## src/hdl/csr_spmv_pkg.sv

```systemverilog
package csr_spmv_pkg;

  // default sizes
  localparam int VECTOR_DEPTH_DEF = 1024;
  localparam int MAX_ROWS_DEF     = 65536;

  // field widths
  localparam int CMD_W   = 2;
  localparam int IDX_W   = 10;
  localparam int VAL_W   = 32;
  localparam int ROW_W   = 16;
  localparam int ACC_W   = 64;

  // stream widths, padded to whole bytes
  localparam int S_TDATA_W = 48;
  localparam int M_TDATA_W = 88;

  typedef enum logic [CMD_W-1:0] {
    CMD_LOAD      = 2'd0,
    CMD_NONZERO   = 2'd1,
    CMD_EMPTY_ROW = 2'd2
  } cmd_t;

  // control that travels with an item from the read stage into the mac
  typedef struct packed {
    logic [CMD_W-1:0] cmd;
    logic             row_end;
    logic             in_range;
  } item_ctl_t;

endpackage

```

## src/hdl/csr_spmv_mac.sv

```systemverilog
module csr_spmv_mac
  import csr_spmv_pkg::*;
#(
  parameter int MAX_ROWS = MAX_ROWS_DEF
) (
  input  logic                 clk,
  input  logic                 rst,
  input  logic                 in_valid,
  output logic                 in_ready,
  input  item_ctl_t            in_ctl,
  input  logic [VAL_W-1:0]     in_value,
  input  logic [VAL_W-1:0]     in_vec,
  output logic                 out_valid,
  input  logic                 out_ready,
  output logic [ROW_W-1:0]     out_row,
  output logic [ACC_W-1:0]     out_sum,
  output logic                 out_sat
);

  localparam logic [ACC_W-1:0] ACC_MAX = {1'b0, {(ACC_W-1){1'b1}}};
  localparam logic [ACC_W-1:0] ACC_MIN = {1'b1, {(ACC_W-1){1'b0}}};

  // product stage
  logic             pv;
  item_ctl_t        pctl;
  logic [ACC_W-1:0] prod;

  // accumulator state
  logic [ACC_W-1:0] acc;
  logic             clip;
  logic [ROW_W-1:0] row;

  logic signed [VAL_W-1:0] op_a;
  logic signed [VAL_W-1:0] op_b;
  logic signed [ACC_W-1:0] prod_c;
  logic [ACC_W-1:0]        sum_raw;
  logic                    ovf;
  logic [ACC_W-1:0]        sum_sat;
  logic                    clip_new;
  logic                    emit;
  logic                    fire;
  logic                    out_free;
  logic [ROW_W:0]          row_inc;
  logic [ROW_W-1:0]        row_next;

  assign op_a   = $signed(in_value);
  assign op_b   = in_ctl.in_range ? $signed(in_vec) : '0;
  assign prod_c = op_a * op_b;

  assign sum_raw  = acc + prod;
  assign ovf      = (acc[ACC_W-1] == prod[ACC_W-1]) && (sum_raw[ACC_W-1] != acc[ACC_W-1]);
  assign sum_sat  = ovf ? (acc[ACC_W-1] ? ACC_MIN : ACC_MAX) : sum_raw;
  assign clip_new = clip | ovf;

  assign row_inc  = {1'b0, row} + (ROW_W+1)'(1);
  assign row_next = (row_inc >= (ROW_W+1)'(MAX_ROWS)) ? '0 : row_inc[ROW_W-1:0];

  always_comb begin
    emit = 1'b0;
    unique case (pctl.cmd)
      CMD_NONZERO:   emit = pctl.row_end;
      CMD_EMPTY_ROW: emit = 1'b1;
      default:       emit = 1'b0;
    endcase
  end

  assign out_free = !out_valid || out_ready;
  assign fire     = pv && (!emit || out_free);
  assign in_ready = !pv || fire;

  always_ff @(posedge clk) begin
    if (rst) begin
      pv <= 1'b0;
    end else if (in_ready) begin
      pv <= in_valid;
    end
  end

  always_ff @(posedge clk) begin
    if (in_valid && in_ready) begin
      pctl <= in_ctl;
      prod <= prod_c;
    end
  end

  always_ff @(posedge clk) begin
    if (rst) begin
      acc  <= '0;
      clip <= 1'b0;
      row  <= '0;
    end else if (fire) begin
      unique case (pctl.cmd)
        CMD_NONZERO: begin
          if (pctl.row_end) begin
            acc  <= '0;
            clip <= 1'b0;
            row  <= row_next;
          end else begin
            acc  <= sum_sat;
            clip <= clip_new;
          end
        end
        CMD_EMPTY_ROW: begin
          acc  <= '0;
          clip <= 1'b0;
          row  <= row_next;
        end
        default: begin
        end
      endcase
    end
  end

  always_ff @(posedge clk) begin
    if (rst) begin
      out_valid <= 1'b0;
    end else if (fire && emit) begin
      out_valid <= 1'b1;
    end else if (out_ready) begin
      out_valid <= 1'b0;
    end
  end

  always_ff @(posedge clk) begin
    if (fire && emit) begin
      out_row <= row;
      if (pctl.cmd == CMD_NONZERO) begin
        out_sum <= sum_sat;
        out_sat <= clip_new;
      end else begin
        out_sum <= acc;
        out_sat <= clip;
      end
    end
  end

endmodule

```

## config.mk

```make
export PLATFORM = sky130hd
export DESIGN_NAME = csr_spmv_mac
export DESIGN_NICKNAME = d
export VERILOG_FILES = /design/src/hdl/csr_spmv_pkg.sv /design/src/hdl/csr_spmv_mac.sv
export SDC_FILE = /design/constraint.sdc
export NUM_CORES = 2
export LEC_CHECK = 0
export BUFFER_PORTS_ARGS = -buffer_cell sky130_fd_sc_hd__buf_2
export CORE_ASPECT_RATIO = 0.9
export CORE_MARGIN = 5
export CORE_UTILIZATION = 68
export CTS_CLUSTER_DIAMETER = 150
export DETAILED_ROUTE_END_ITERATION = 12
export GPL_ROUTABILITY_DRIVEN = 0
export PLACE_DENSITY = 0.86
export REMOVE_ABC_BUFFERS = 1
export SYNTH_ARGS = -nofsm -noshare
export SYNTH_HDL_FRONTEND = slang
export SYNTH_SLANG_ARGS = --single-unit
```

## constraint.sdc

```tcl
create_clock -name clk -period 19.3 [get_ports clk]
set_clock_uncertainty 0.05 [all_clocks]
set_input_delay 0 -clock clk [delete_from_list [all_inputs] [get_ports clk]]
set_output_delay 0 -clock clk [all_outputs]
set_load 0.05 [all_outputs]
```

==> impl_metrics.json <==
{
  "final.min_clock_period_ns": 9.99,
  "holdBufCountCts": 7,
  "synthesis.area_sq_um": 48100,
  "synthAdderAreaFrac_pct": 51.6,
  "slowest_stage": "and2_1",
  "required_ns": 19.51,
  "cts_setup_buffers": 0,
  "ios": 155,
  "synthSimpleGateAreaFrac_pct": 15.1,
  "route.detailed.drc": 0,
  "max_freq_mhz": 100,
  "worstPathArrival_ns": 10.20,
  "yosysWarnings": 0,
  "cp_max_fo": 203,
  "wire_per_inst_um": 22.3,
  "fin_crit_sh_pct": 51.8,
  "end_kind": "register",
  "nets": 6360,
  "fin_area_sq_um": 49800,
  "synthMuxAreaShare_pct": 0.0416,
  "synth_compound_area_share_pct": 7.80,
  "rsz0062_at_grt": "no",
  "synth_cell_type_count": 74,
  "synth_xor_area_share_pct": 2.60,
  "crit_path_frequent_cell": "fa_1",
  "dp_hpwl_um": 102000,
  "synth_cells": 5070,
  "hold_viol": 0,
  "synth_top_family_by_area": "adder cells",
  "viasPerCell": 6.24,
  "whs_ns": 0.0895,
  "die_height_um": 262,
  "num_vias": 36883,
  "yosys.area.top_type": "fa_1",
  "cts_tree": "built",
  "ys_seq_area_share_pct": 12.7,
  "avgSynthCellArea_sq_um": 9.49,
  "ctsResizeCount": 0,
  "routed_wl_um": 132000,
  "synth_edf_count": 148,
  "htreeDepth": 1,
  "grt_max_degree": 204,
  "status": "complete, no violations",
  "grt_overflow": 0,
  "track_usage_pct": 34.7,
  "clk-insertion-delay-late_ns": 0.52,
  "root_buffer": "clkbuf_16",
  "clock_path_buffers": 3,
  "slew_headroom_pct": 21.3,
  "async_reset_ff_share_pct": 0,
  "worst_pin_slew_ns": 1.18,
  "slew_violations": 0,
  "final_layout_size_suffix_gt1_share_pct": 5.11,
  "first_pass_iters": 5,
  "cts_made_buffers": 20,
  "setup_viol": 0,
  "yosys-top-cells-area": "fa_1 (45%), edfxtp_1 (9.2%), inv_1 (7.6%)",
  "placementRows": 92,
  "start_kind": "input pin",
  "netlist.area_leader.share_pct": 45.1,
  "antenna_found_initial": 4,
  "reg2regPathDepth": 12,
  "tns_ns": 0,
  "worstSetupPathType": "in2reg",
  "dr.first_iter.drc_count": 3998,
  "synth_seq_cells": 231,
  "synth_ff_type": "edfxtp_1",
  "start_util_pct": 68.6,
  "syn2layout_area_growth_pct": 3.44,
  "die-width_um": 290,
  "ant_nets": 0,
  "grt_pass1_wl_um": 212000,
  "grt_pass1_vias": 39281,
  "cts_sinks": 231,
  "holdPathStages": 4,
  "core_sq_um": 70100,
  "max_stage_delay_ns": 1.02,
  "maxCapViolations": 0,
  "path_clk_slew_ns": 0.07,
  "min_path_type": "in2reg",
  "design.die.area_sq_um": 76200,
  "postPlaceCellArea_sq_um": 49100,
  "portBuffers": 154
}
[sequential cells by signal, indices dropped and copies added, names as in the netlist]
signal	flops
out_sat	1
prod	64
out_row	16
out_valid	1
pv	1
pctl	3
row	16
out_sum	64
acc	64
clip	1
[worst max-delay path, delay by kind of cell]
kind | cells | cell delay (ns)
adder cells (fa/ha/maj) | 9 | 4.88
buffers and inverters | 8 | 1.98
AND/OR/NAND/NOR | 4 | 1.69
AO/OA/AOI/OAI | 7 | 1.27
XOR/XNOR | 1 | 0.14
[cell usage in the layout, fill, tap and decap left out, types with 67 or more instances in the layout]
cell	count
ha_1	250
xnor2_1	91
a21o_1	67
buf_2	153
o21ai_0	90
dfxtp_1	83
inv_1	976
and3_1	521
nor2_1	168
fa_1	1083
a21oi_1	148
nand2_1	615
edfxtp_1	148
[cells in the mapped netlist, drive strengths merged (9+ instances only)]
cell type,instances
a211oi,19
a21o,67
a21oi,155
a31oi,21
and2,31
and3,521
buf,22
clkbuf,305
dfxtp,83
edfxtp,148
fa,1083
ha,250
inv,979
nand2,615
nand2b,13
nand3,44
nand4,32
nor2,170
nor2b,9
nor3,15
o211ai,9
o21a,13
o21ai,149
o21bai,20
o2bb2ai,48
o31a,10
or2,14
or3,10
xnor2,91
xor2,52
[final cells by class]
| class | count | area [sq um] |
|---|---|---|
| fillers | 4901 | 20300 |
| multi-input cells | 3533 | 37100 |
| diodes | 3 | 7.51 |
| repair buffers | 190 | 1070 |
| inverters | 979 | 3680 |
| well taps | 940 | 1180 |
| clock buffers | 28 | 572 |
| clock inverters | 8 | 52.6 |
| flip-flops and latches | 231 | 6110 |
[routing by layer]
layer,track usage (%),routed length (um)
met5,0,25
met4,11.6,5730
met3,12.8,20800
met2,52.3,57000
met1,47.4,48300
[final timing paths]
| kind | startpoint | endpoint | slack [ns] |
|---|---|---|---|
| max | in_ctl[0] | prod[61] | 9.31 |
| min reg2reg | row[11] | out_row[11] | 0.42 |
| max reg2reg | prod[28] | acc[57] | 15.06 |
| min | in_vec[2] | prod[2] | 0.09 |
[logic make-up after synthesis]
logic type | after synthesis
AND/OR/NAND/NOR | 1481
adder cells (fa/ha/maj) | 1333
buffers and inverters | 1306
AO/OA/AOI/OAI | 574
flip-flops | 231
XOR/XNOR | 143
multiplexers | 2
[through the flow]
stage,worst slack [ns],cells,util (%)
2_1_floorplan,11.44,4743,-
3_3_place_gp,9.57,5866,70.0
3_5_place_dp,9.10,5866,70.0
4_1_cts,9.64,5909,71.0
5_1_grt,8.86,5909,71.0
6_report,9.31,5912,71.0
Power is not shown: default switching activity piles up to over one toggle a cycle in this logic, so the estimate is an artifact.
